`config.mk`:
```
export PLATFORM = sky130hd
export DESIGN_NAME = cascaded_biquad_notch_flat
export DESIGN_NICKNAME = d
export VERILOG_FILES = /design/src/design/cbq_pkg.sv /design/src/design/cbq_ifs.sv /design/src/design/cascaded_biquad_notch.sv /design/src/flat_wrapper.sv
export SDC_FILE = /design/constraint.sdc
export NUM_CORES = 2
export LEC_CHECK = 0
export ABC_AREA = 1
export BUFFER_PORTS_ARGS = -buffer_cell sky130_fd_sc_hd__clkbuf_2
export CORE_MARGIN = 2
export CORE_UTILIZATION = 54
export DETAILED_ROUTE_END_ITERATION = 16
export PLACE_DENSITY = 0.7
export SYNTH_ARGS = -nofsm -noshare
export SYNTH_HDL_FRONTEND = slang
export SYNTH_SLANG_ARGS = --single-unit
```
`constraint.sdc`:
```
create_clock -name clk -period 10.43 [get_ports clk]
set_clock_uncertainty 0.1 [all_clocks]
set_input_delay 2.6075 -clock clk [delete_from_list [all_inputs] [get_ports clk]]
set_output_delay 2.6075 -clock clk [all_outputs]
set_load 0.005 [all_outputs]
```
`src/design/cbq_pkg.sv`:
```
// Shared types, widths, register indexes and reset values for the cascaded biquad notch.
package cbq_pkg;

  localparam int SAMPLE_W  = 16;
  localparam int COEF_W    = 18;
  localparam int SHIFT_W   = 4;
  localparam int OUT_W     = 40;
  localparam int ACC_W     = 64;
  localparam int CFG_IDX_W = 3;

  typedef logic signed [SAMPLE_W-1:0] sample_t;
  typedef logic signed [COEF_W-1:0]   coef_t;
  typedef logic [SHIFT_W-1:0]         shift_t;
  typedef logic signed [OUT_W-1:0]    out_t;
  typedef logic [CFG_IDX_W-1:0]       cfg_idx_t;

  localparam cfg_idx_t REG_S1_B1   = 3'd0;
  localparam cfg_idx_t REG_S1_NA1  = 3'd1;
  localparam cfg_idx_t REG_S1_NA2  = 3'd2;
  localparam cfg_idx_t REG_S2_B1   = 3'd3;
  localparam cfg_idx_t REG_S2_NA1  = 3'd4;
  localparam cfg_idx_t REG_S2_NA2  = 3'd5;
  localparam cfg_idx_t REG_SHIFT   = 3'd6;

  localparam coef_t  RST_S1_B1   = -18'sd128356;
  localparam coef_t  RST_S1_NA1  = 18'sd127922;
  localparam coef_t  RST_S1_NA2  = -18'sd62632;
  localparam coef_t  RST_S2_B1   = -18'sd115996;
  localparam coef_t  RST_S2_NA1  = 18'sd123486;
  localparam coef_t  RST_S2_NA2  = -18'sd58208;
  localparam shift_t RST_SHIFT   = 4'd6;

endpackage

```
`src/design/cbq_ifs.sv`:
```
// Valid/ready channel interfaces for the sample input and the filtered result output.
interface cbq_in_if
  import cbq_pkg::*;
();
  logic    valid;
  logic    ready;
  sample_t sample;

  modport source (output valid, output sample, input ready);
  modport sink (input valid, input sample, output ready);
endinterface

interface cbq_out_if
  import cbq_pkg::*;
();
  logic valid;
  logic ready;
  out_t stage1_out;
  out_t stage2_out;
  logic stage1_overflow;
  logic stage2_overflow;

  modport source (output valid, output stage1_out, output stage2_out,
                  output stage1_overflow, output stage2_overflow, input ready);
  modport sink (input valid, input stage1_out, input stage2_out,
                input stage1_overflow, input stage2_overflow, output ready);
endinterface

```
`src/design/cascaded_biquad_notch.sv`:
```
// Two cascaded fixed-point biquad sections sharing one multiplier under a small sequencer.
//
//   channel   modport  payload                                         
//   samples   sink     sample                                           
//   results   source   stage1_out, stage2_out, stage1/2_overflow        
//   cfg_*     write    cfg_index selects register, cfg_data is the value
//
// A transaction on samples runs through the accepting cycle, then for each section the
// multiply-accumulate steps of the shared 18 by (STATE_WIDTH-STATE_WIDTH/2+1) multiplier
// and adder (three products, each split into two partial products) and a final step to
// round and store; no new sample is accepted before the second section's final step ends.
// Synchronous reset restores the coefficients and the shift and clears all filter history.
// A new sample is accepted while the previous result still waits; the second section's
// final cycle holds until the output register is free.
module cascaded_biquad_notch
  import cbq_pkg::*;
#(
  parameter int COEF_FRAC_BITS = 16,
  parameter int CHECK_WIDTH    = 21,
  parameter int STATE_WIDTH    = 40
) (
  input  logic          clk,
  input  logic          rst,
  input  logic          cfg_we,
  input  cfg_idx_t      cfg_index,
  input  coef_t         cfg_data,
  cbq_in_if.sink        samples,
  cbq_out_if.source     results
);

  localparam int SW     = STATE_WIDTH;
  localparam int LO_W   = SW / 2;
  localparam int HI_W   = SW - LO_W;
  localparam int OP_W   = HI_W + 1;
  localparam int PROD_W = COEF_W + OP_W;

  localparam logic [1:0] S_IDLE = 2'd0;
  localparam logic [1:0] S_MAC  = 2'd1;
  localparam logic [1:0] S_FIN  = 2'd2;

  localparam logic [2:0] STEP_LAST = 3'd6;

  logic [1:0]  state;
  logic        sec;
  logic [2:0]  step;
  logic [ACC_W-1:0] acc;
  logic signed [PROD_W-1:0] prod;
  logic        prod_hi;
  logic [SW-1:0] xin;

  coef_t  s1_b1, s1_na1, s1_na2, s2_b1, s2_na1, s2_na2;
  shift_t shift;

  sample_t       s1_x1, s1_x2;
  logic [SW-1:0] s1_y1, s1_y2, s2_x1, s2_x2, s2_y1, s2_y2;

  logic [SW-1:0] y1_hold;
  logic          ovf1_hold;

  logic out_valid;
  out_t out_s1, out_s2;
  logic out_o1, out_o2;

  coef_t             coef_sel;
  logic [SW-1:0]     op_val;
  logic signed [OP_W-1:0] op_part;
  logic [ACC_W-1:0]  prod_ext;
  logic [ACC_W-1:0]  addend;
  logic [ACC_W-1:0]  init_val;
  logic [SW:0]       x_sum;
  logic [SW-1:0]     x1_sel, x2_sel, y1_sel, y2_sel;
  logic [ACC_W-1:0]  acc_rnd;
  logic [ACC_W-1:0]  r64;
  logic [SW-1:0]     y_new;
  logic              ovf_new;
  logic [ACC_W-1:0]  y64;
  logic [ACC_W-1:0]  y1_64;
  logic [SW:0]       ish_sum;
  logic [SW:0]       ish_shr;
  logic              out_free;
  logic              fin_last;

  always_comb begin
    x1_sel = sec ? s2_x1 : SW'($signed(s1_x1));
    x2_sel = sec ? s2_x2 : SW'($signed(s1_x2));
    y1_sel = sec ? s2_y1 : s1_y1;
    y2_sel = sec ? s2_y2 : s1_y2;

    case ({sec, step[2:1]})
      3'b000:  coef_sel = s1_b1;
      3'b001:  coef_sel = s1_na1;
      3'b010:  coef_sel = s1_na2;
      3'b100:  coef_sel = s2_b1;
      3'b101:  coef_sel = s2_na1;
      3'b110:  coef_sel = s2_na2;
      default: coef_sel = '0;
    endcase

    case (step[2:1])
      2'd0:    op_val = x1_sel;
      2'd1:    op_val = y1_sel;
      2'd2:    op_val = y2_sel;
      default: op_val = '0;
    endcase

    if (step[0]) begin
      op_part = {op_val[SW-1], op_val[SW-1:LO_W]};
    end else begin
      op_part = {{(OP_W-LO_W){1'b0}}, op_val[LO_W-1:0]};
    end

    prod_ext = {{(ACC_W-PROD_W){prod[PROD_W-1]}}, prod};
    addend   = prod_hi ? (prod_ext << LO_W) : prod_ext;

    x_sum    = {xin[SW-1], xin} + {x2_sel[SW-1], x2_sel};
    init_val = {{(ACC_W-SW-1){x_sum[SW]}}, x_sum} << COEF_FRAC_BITS;

    acc_rnd  = acc + (ACC_W'(1) << (COEF_FRAC_BITS - 1));
    r64      = ACC_W'($signed(acc_rnd) >>> COEF_FRAC_BITS);
    y_new    = r64[SW-1:0];
    ovf_new  = !((&r64[ACC_W-1:CHECK_WIDTH-1]) || !(|r64[ACC_W-1:CHECK_WIDTH-1]));
    y64      = {{(ACC_W-SW){y_new[SW-1]}}, y_new};
    y1_64    = {{(ACC_W-SW){y1_hold[SW-1]}}, y1_hold};

    ish_sum  = {y_new[SW-1], y_new} + ((((SW+1)'(1)) << shift) >> 1);
    ish_shr  = (SW+1)'($signed(ish_sum) >>> shift);

    out_free = !out_valid || results.ready;
    fin_last = (state == S_FIN) && sec && out_free;
  end

  always_ff @(posedge clk) begin
    if (rst) begin
      state     <= S_IDLE;
      sec       <= 1'b0;
      step      <= '0;
      out_valid <= 1'b0;
      s1_b1     <= RST_S1_B1;
      s1_na1    <= RST_S1_NA1;
      s1_na2    <= RST_S1_NA2;
      s2_b1     <= RST_S2_B1;
      s2_na1    <= RST_S2_NA1;
      s2_na2    <= RST_S2_NA2;
      shift     <= RST_SHIFT;
      s1_x1     <= '0;
      s1_x2     <= '0;
      s1_y1     <= '0;
      s1_y2     <= '0;
      s2_x1     <= '0;
      s2_x2     <= '0;
      s2_y1     <= '0;
      s2_y2     <= '0;
    end else begin
      if (fin_last) begin
        out_valid <= 1'b1;
      end else if (results.valid && results.ready) begin
        out_valid <= 1'b0;
      end
      if (cfg_we) begin
        unique case (cfg_index)
          REG_S1_B1:  s1_b1  <= cfg_data;
          REG_S1_NA1: s1_na1 <= cfg_data;
          REG_S1_NA2: s1_na2 <= cfg_data;
          REG_S2_B1:  s2_b1  <= cfg_data;
          REG_S2_NA1: s2_na1 <= cfg_data;
          REG_S2_NA2: s2_na2 <= cfg_data;
          REG_SHIFT:  shift  <= cfg_data[SHIFT_W-1:0];
          default: ;
        endcase
      end
      unique case (state)
        S_IDLE: begin
          if (samples.valid) begin
            xin   <= SW'($signed(samples.sample));
            sec   <= 1'b0;
            step  <= '0;
            state <= S_MAC;
          end
        end
        S_MAC: begin
          if (step != STEP_LAST) begin
            prod    <= coef_sel * op_part;
            prod_hi <= step[0];
          end
          if (step == '0) begin
            acc <= init_val;
          end else begin
            acc <= acc + addend;
          end
          if (step == STEP_LAST) begin
            state <= S_FIN;
          end else begin
            step <= step + 3'd1;
          end
        end
        S_FIN: begin
          if (!sec) begin
            s1_x2     <= s1_x1;
            s1_x1     <= xin[SAMPLE_W-1:0];
            s1_y2     <= s1_y1;
            s1_y1     <= y_new;
            y1_hold   <= y_new;
            ovf1_hold <= ovf_new;
            xin       <= ish_shr[SW-1:0];
            sec       <= 1'b1;
            step      <= '0;
            state     <= S_MAC;
          end else if (out_free) begin
            s2_x2     <= s2_x1;
            s2_x1     <= xin;
            s2_y2     <= s2_y1;
            s2_y1     <= y_new;
            out_s1    <= y1_64[OUT_W-1:0];
            out_s2    <= y64[OUT_W-1:0];
            out_o1    <= ovf1_hold;
            out_o2    <= ovf_new;
            sec       <= 1'b0;
            state     <= S_IDLE;
          end
        end
        default: state <= S_IDLE;
      endcase
    end
  end

  assign samples.ready           = (state == S_IDLE);
  assign results.valid           = out_valid;
  assign results.stage1_out      = out_s1;
  assign results.stage2_out      = out_s2;
  assign results.stage1_overflow = out_o1;
  assign results.stage2_overflow = out_o2;

  a_accept_starts: assert property (@(posedge clk) disable iff (rst)
    samples.valid && samples.ready |=> state == S_MAC && step == '0 && !sec)
    else $error("accepted sample did not start section one");

  a_result_from_fin: assert property (@(posedge clk) disable iff (rst)
    $rose(results.valid) |-> $past(state == S_FIN && sec))
    else $error("result raised outside the last section's final cycle");

  a_step_bound: assert property (@(posedge clk) disable iff (rst)
    state == S_MAC |-> step <= STEP_LAST)
    else $error("sequencer step out of range");

  a_no_overwrite: assert property (@(posedge clk) disable iff (rst)
    results.valid && !results.ready |=> results.valid)
    else $error("pending result dropped");

endmodule
```
`src/flat_wrapper.sv`:
```
// flat-port wrapper written by rule: the top's interface ports become plain ports
module cascaded_biquad_notch_flat import cbq_pkg::*;
#(
  parameter int COEF_FRAC_BITS = 16,
  parameter int CHECK_WIDTH    = 21,
  parameter int STATE_WIDTH    = 40
)
  (clk, rst, cfg_we, cfg_index, cfg_data, samples_valid, samples_sample, samples_ready, results_valid, results_stage1_out, results_stage2_out, results_stage1_overflow, results_stage2_overflow, results_ready);
  cbq_in_if samples_i ();
  cbq_out_if results_i ();
  input  logic clk;
  input  logic rst;
  input  logic cfg_we;
  input  cfg_idx_t cfg_index;
  input  coef_t cfg_data;
  input wire logic [$bits(samples_i.valid)-1:0] samples_valid;
  input wire logic [$bits(samples_i.sample)-1:0] samples_sample;
  output wire logic [$bits(samples_i.ready)-1:0] samples_ready;
  output wire logic [$bits(results_i.valid)-1:0] results_valid;
  output wire logic [$bits(results_i.stage1_out)-1:0] results_stage1_out;
  output wire logic [$bits(results_i.stage2_out)-1:0] results_stage2_out;
  output wire logic [$bits(results_i.stage1_overflow)-1:0] results_stage1_overflow;
  output wire logic [$bits(results_i.stage2_overflow)-1:0] results_stage2_overflow;
  input wire logic [$bits(results_i.ready)-1:0] results_ready;
  assign samples_i.valid = samples_valid;
  assign samples_i.sample = samples_sample;
  assign samples_ready = samples_i.ready;
  assign results_valid = results_i.valid;
  assign results_stage1_out = results_i.stage1_out;
  assign results_stage2_out = results_i.stage2_out;
  assign results_stage1_overflow = results_i.stage1_overflow;
  assign results_stage2_overflow = results_i.stage2_overflow;
  assign results_i.ready = results_ready;
  cascaded_biquad_notch #(.COEF_FRAC_BITS(COEF_FRAC_BITS), .CHECK_WIDTH(CHECK_WIDTH), .STATE_WIDTH(STATE_WIDTH)) u_core (.clk(clk), .rst(rst), .cfg_we(cfg_we), .cfg_index(cfg_index), .cfg_data(cfg_data), .samples(samples_i), .results(results_i));
endmodule
```
==> run_results.csv <==
group,metric,value,unit
critical_path,critical_path_class,"reg -> reg",
critical_path,crit_slowest_cell,"sky130_fd_sc_hd__dfxtp_2",
cts,post_cts_buffers,0,
floorplan,die_w,310,um
critical_path,worst_path_required,10.71,ns
timing,final.period_utilization,87.2,%
global_route,global_route_wire_length_before_repair,255000,um
global_route,globalRouteOverflowTotal,0,
critical_path,worstSetupPathDepth,32,
placement,numPortBuffers,125,
timing,timing.final.ws_setup,1.33,ns
cts,clk_root_buffer_cell,"sky130_fd_sc_hd__clkbuf_16",
routing,wl_per_cell,21.6,um
floorplan,placement_rows,112,
routing,antenna_left,0,
cells_and_area,syn2layout_area_growth,8.57,%
floorplan,initial_utilization,54.3,%
global_route,grt_antenna_before_repair,11,
logic_synthesis,synth_nets,7218,
routing,viasPerCell,5.77,
status,run_status,"finished, final reports clean",
logic_synthesis,postSynthCellCount,6575,
placement,place_ws,1.53,ns
cts,cts.clk_slew.worst_paths,0.07,ns
logic_synthesis,postSynthRegisterBits,658,
critical_path,cp.buffers_inverters,7,
critical_path,crit_family,"adder cells",
timing,timing.slew.headroom,17.3,%
worst_hold_path,hold_path_class,"reg -> reg",
floorplan,coreArea,93000,um2
routing,postRouteWirelength,171000,um
global_route,groute.usage.overall,35.2,%
flow_run,cap_violations,0,
timing,rsz_0062_raised_after_global_routing,"false",
routing,routed-via-count,45600,
critical_path,crit_path_arrival_time,9.37,ns
critical_path,worst_path_largest_cell_delay,0.87,ns
power,worst_vdd_drop,0.320,mV
cts,cts_inserted_buffers,74,
logic_synthesis,synth_seq_area_share,31.3,%
critical_path,timing.critical_path.from_type,"flop",
routing,initialDrtViolationCount,4943,
placement,total_half_perimeter_wirelength_after_legalization_and_detailed_placement,130000,um
floorplan,total_die_area,96100,um2
timing,final_period_minus_worst_setup_slack,9.10,ns
cells_and_area,most-common-layout-cells,"1194 x sky130_fd_sc_hd__nand2_1, 1069 x sky130_fd_sc_hd__inv_1, 706 x sky130_fd_sc_hd__nor2_1, 574 x sky130_fd_sc_hd__o21ai_0, 458 x sky130_fd_sc_hd__a21oi_1",
cts,holdBufCountCts,0,
power,pwr_density,198,nW/um2
timing,final-max-slew-violation-count,0,
cts,clkSinkCount,658,
cells_and_area,final_common_cell,"sky130_fd_sc_hd__nand2_1",
cells_and_area,post_layout_util,59.0,%
routing,drc_errors,0,
logic_synthesis,mean_cell_area_of_the_mapped_netlist,7.69,um2
timing,worst_margin_slew,1.24,ns
timing,setup-violations-final,0,
power,power.static_leakage,25.4,nW
logic_synthesis,async_flop_share,0,%
logic_synthesis,post_synth_num_cell_types,64,
cts,cts_resized,0,
critical_path,crit_top_cell,"sky130_fd_sc_hd__nand2_1",
cts,tritoncts,"yes",
global_route,grt_start_max_net_pins,217,
timing,timing.fmax,110,MHz
cts,insertion_delay,0.67,ns
global_route,first_global_vias,42600,
timing,setup-tns-final,0,ns
critical_path,crit_path_end_kind,"flop",
cts,htreeDepth,3,
logic_synthesis,synth_cell_area,50500,um2
routing,first_pass_iters,8,
cells_and_area,layout-drive-gt1-share,7.10,%
floorplan,die-height,310,um
cells_and_area,filler_cell_count,8692,
logic_synthesis,yosys_warnings,0,
logic_synthesis,synth_ff_type,"sky130_fd_sc_hd__dfxtp_1",
worst_hold_path,hold-path-cell-count,0,
logic_synthesis,number_of_enable_flip_flop_cells_after_synthesis,267,
timing,final_hold_viol_count,0,
timing,fin_hold_ws,0.311,ns
critical_path,cp_max_fo,38,
placement,gpl.final_weighted_congestion,1.05,
floorplan,top_level_ports,126,
cts,max-clock-path-buffers,3,
cells_and_area,layout.nets,7223,
critical_path,r2r_cells,32,
[metrics by stage]
step | area (um2) | power, W | cells
floorplan | 50500 | 0.00654 | 6575
global placement | 52400 | 0.00813 | 7758
detailed placement | 52400 | 0.00818 | 7758
CTS | 54900 | 0.0109 | 7892
global route | 54900 | 0.0116 | 7892
finish | 54900 | 0.0109 | 7897
[flip-flops by register name, indices dropped and copies added, names as in the netlist, 2 cells and up]
| name | cells |
|---|---|
| u_core.s2_y2 | 40 |
| u_core.y1_hold | 40 |
| u_core.s2_x2 | 40 |
| u_core.s1_b1 | 18 |
| u_core.s1_x2 | 16 |
| u_core.s2_na1 | 18 |
| u_core.shift | 4 |
| u_core.s2_na2 | 18 |
| u_core.s1_x1 | 16 |
| u_core.s2_x1 | 40 |
| u_core.acc | 64 |
| u_core.s2_b1 | 18 |
| u_core.state | 2 |
| u_core.s1_y2 | 40 |
| u_core.s1_na2 | 18 |
| u_core.xin | 40 |
| u_core.s2_y1 | 40 |
| u_core.results.stage1_out | 40 |
| u_core.s1_y1 | 40 |
| u_core.results.stage2_out | 40 |
| u_core.s1_na1 | 18 |
| u_core.prod | 39 |
| u_core.step | 3 |
[power by group]
group / internal (W) / switching (W)
registers: 0.00296 / 0.0000810
logic: 0.00172 / 0.00342
clock network: 0.00155 / 0.00115
[Yosys cell counts, types with 10 or more instances]
library cell                count  area (um2)
sky130_fd_sc_hd__clkbuf_1     203         762
sky130_fd_sc_hd__nor2_2        22         138
sky130_fd_sc_hd__nand4_1       40         250
sky130_fd_sc_hd__ha_1         220        2750
sky130_fd_sc_hd__nand2_2       38         238
sky130_fd_sc_hd__fa_1         381        7630
sky130_fd_sc_hd__nand2_1     1195        4490
sky130_fd_sc_hd__a21o_1        13        97.6
sky130_fd_sc_hd__o21ai_1       17        85.1
sky130_fd_sc_hd__o21ai_0      574        2870
sky130_fd_sc_hd__nand3_1      315        1580
sky130_fd_sc_hd__xnor2_1       61         534
sky130_fd_sc_hd__or2_2         19         119
sky130_fd_sc_hd__inv_2         14        52.6
sky130_fd_sc_hd__a31oi_1       47         294
sky130_fd_sc_hd__buf_1         15        56.3
sky130_fd_sc_hd__xor2_1        53         464
sky130_fd_sc_hd__nor3_1        36         180
sky130_fd_sc_hd__o2111ai_1     17         149
sky130_fd_sc_hd__o21bai_1      14         105
sky130_fd_sc_hd__o21a_1        24         180
sky130_fd_sc_hd__clkinv_1      18        67.6
sky130_fd_sc_hd__nor2_4        14         158
sky130_fd_sc_hd__nor2_1       717        2690
sky130_fd_sc_hd__o22ai_1       37         231
sky130_fd_sc_hd__and3_1        15        93.8
sky130_fd_sc_hd__nand2_4       10         113
sky130_fd_sc_hd__inv_1       1070        4020
sky130_fd_sc_hd__dfxtp_1      391        7830
sky130_fd_sc_hd__a221oi_1      34         298
sky130_fd_sc_hd__o211ai_1      58         435
sky130_fd_sc_hd__a211oi_1      10        75.1
sky130_fd_sc_hd__a21oi_1      458        2290
sky130_fd_sc_hd__a22oi_1       26         195
sky130_fd_sc_hd__nor4_1        17         106
sky130_fd_sc_hd__edfxtp_1     267        8020
sky130_fd_sc_hd__buf_2         45         225
[final timing paths]
path / from / endpoint / slack [ns]
setup reg to reg: u_core.sec / u_core.prod[37] / 1.33
hold / removal: u_core.y1_hold[25] / u_core.results.stage1_out[25] / 0.31
hold reg to reg: u_core.y1_hold[25] / u_core.results.stage1_out[25] / 0.31
setup / recovery: u_core.sec / u_core.prod[37] / 1.33
[cell type report]
class	count	area (um2)	area share, %
Antenna cell	5	12.5	0.0228
Tap cell	1254	1570	2.86
Inverter	1105	4170	7.59
Sequential cell	658	15800	28.9
Timing Repair Buffer	195	1180	2.14
Multi-Input combinational cell	4546	29600	53.9
Clock inverter	39	489	0.891
Clock buffer	95	2010	3.67
[kinds of logic (layout without fill, tap and decap cells)]
logic type	after synthesis	after routing	share of synthesized area, %
AO/OA/AOI/OAI	1363	1363	15.1
XOR/XNOR	114	114	1.98
adder cells (fa/ha/maj)	601	601	20.5
buffers and inverters	1371	1434	10.3
flip-flops	658	658	31.3
multiplexers	1	1	0.0198
other	0	5	0
AND/OR/NAND/NOR	2467	2467	20.7
[worst register-to-register path: cells and delay by family (launching register included)]
family                   cells  cell delay, ns
adder cells (fa/ha/maj)      7            2.78
AND/OR/NAND/NOR             10            1.86
AO/OA/AOI/OAI                7            1.65
buffers and inverters        7            1.42
flip-flops                   1            0.87
XOR/XNOR                     1            0.15
[per-layer routing]
| layer | GRT usage (%) | share of wire [%] |
|---|---|---|
| met2 | 54.6 | 45 |
| met1 | 46.5 | 39 |
| met3 | 6.65 | 9.7 |
| met4 | 19.4 | 6.3 |
| met5 | 0 | 0.039 |
Note: power is estimated with default switching activity, not from simulation.
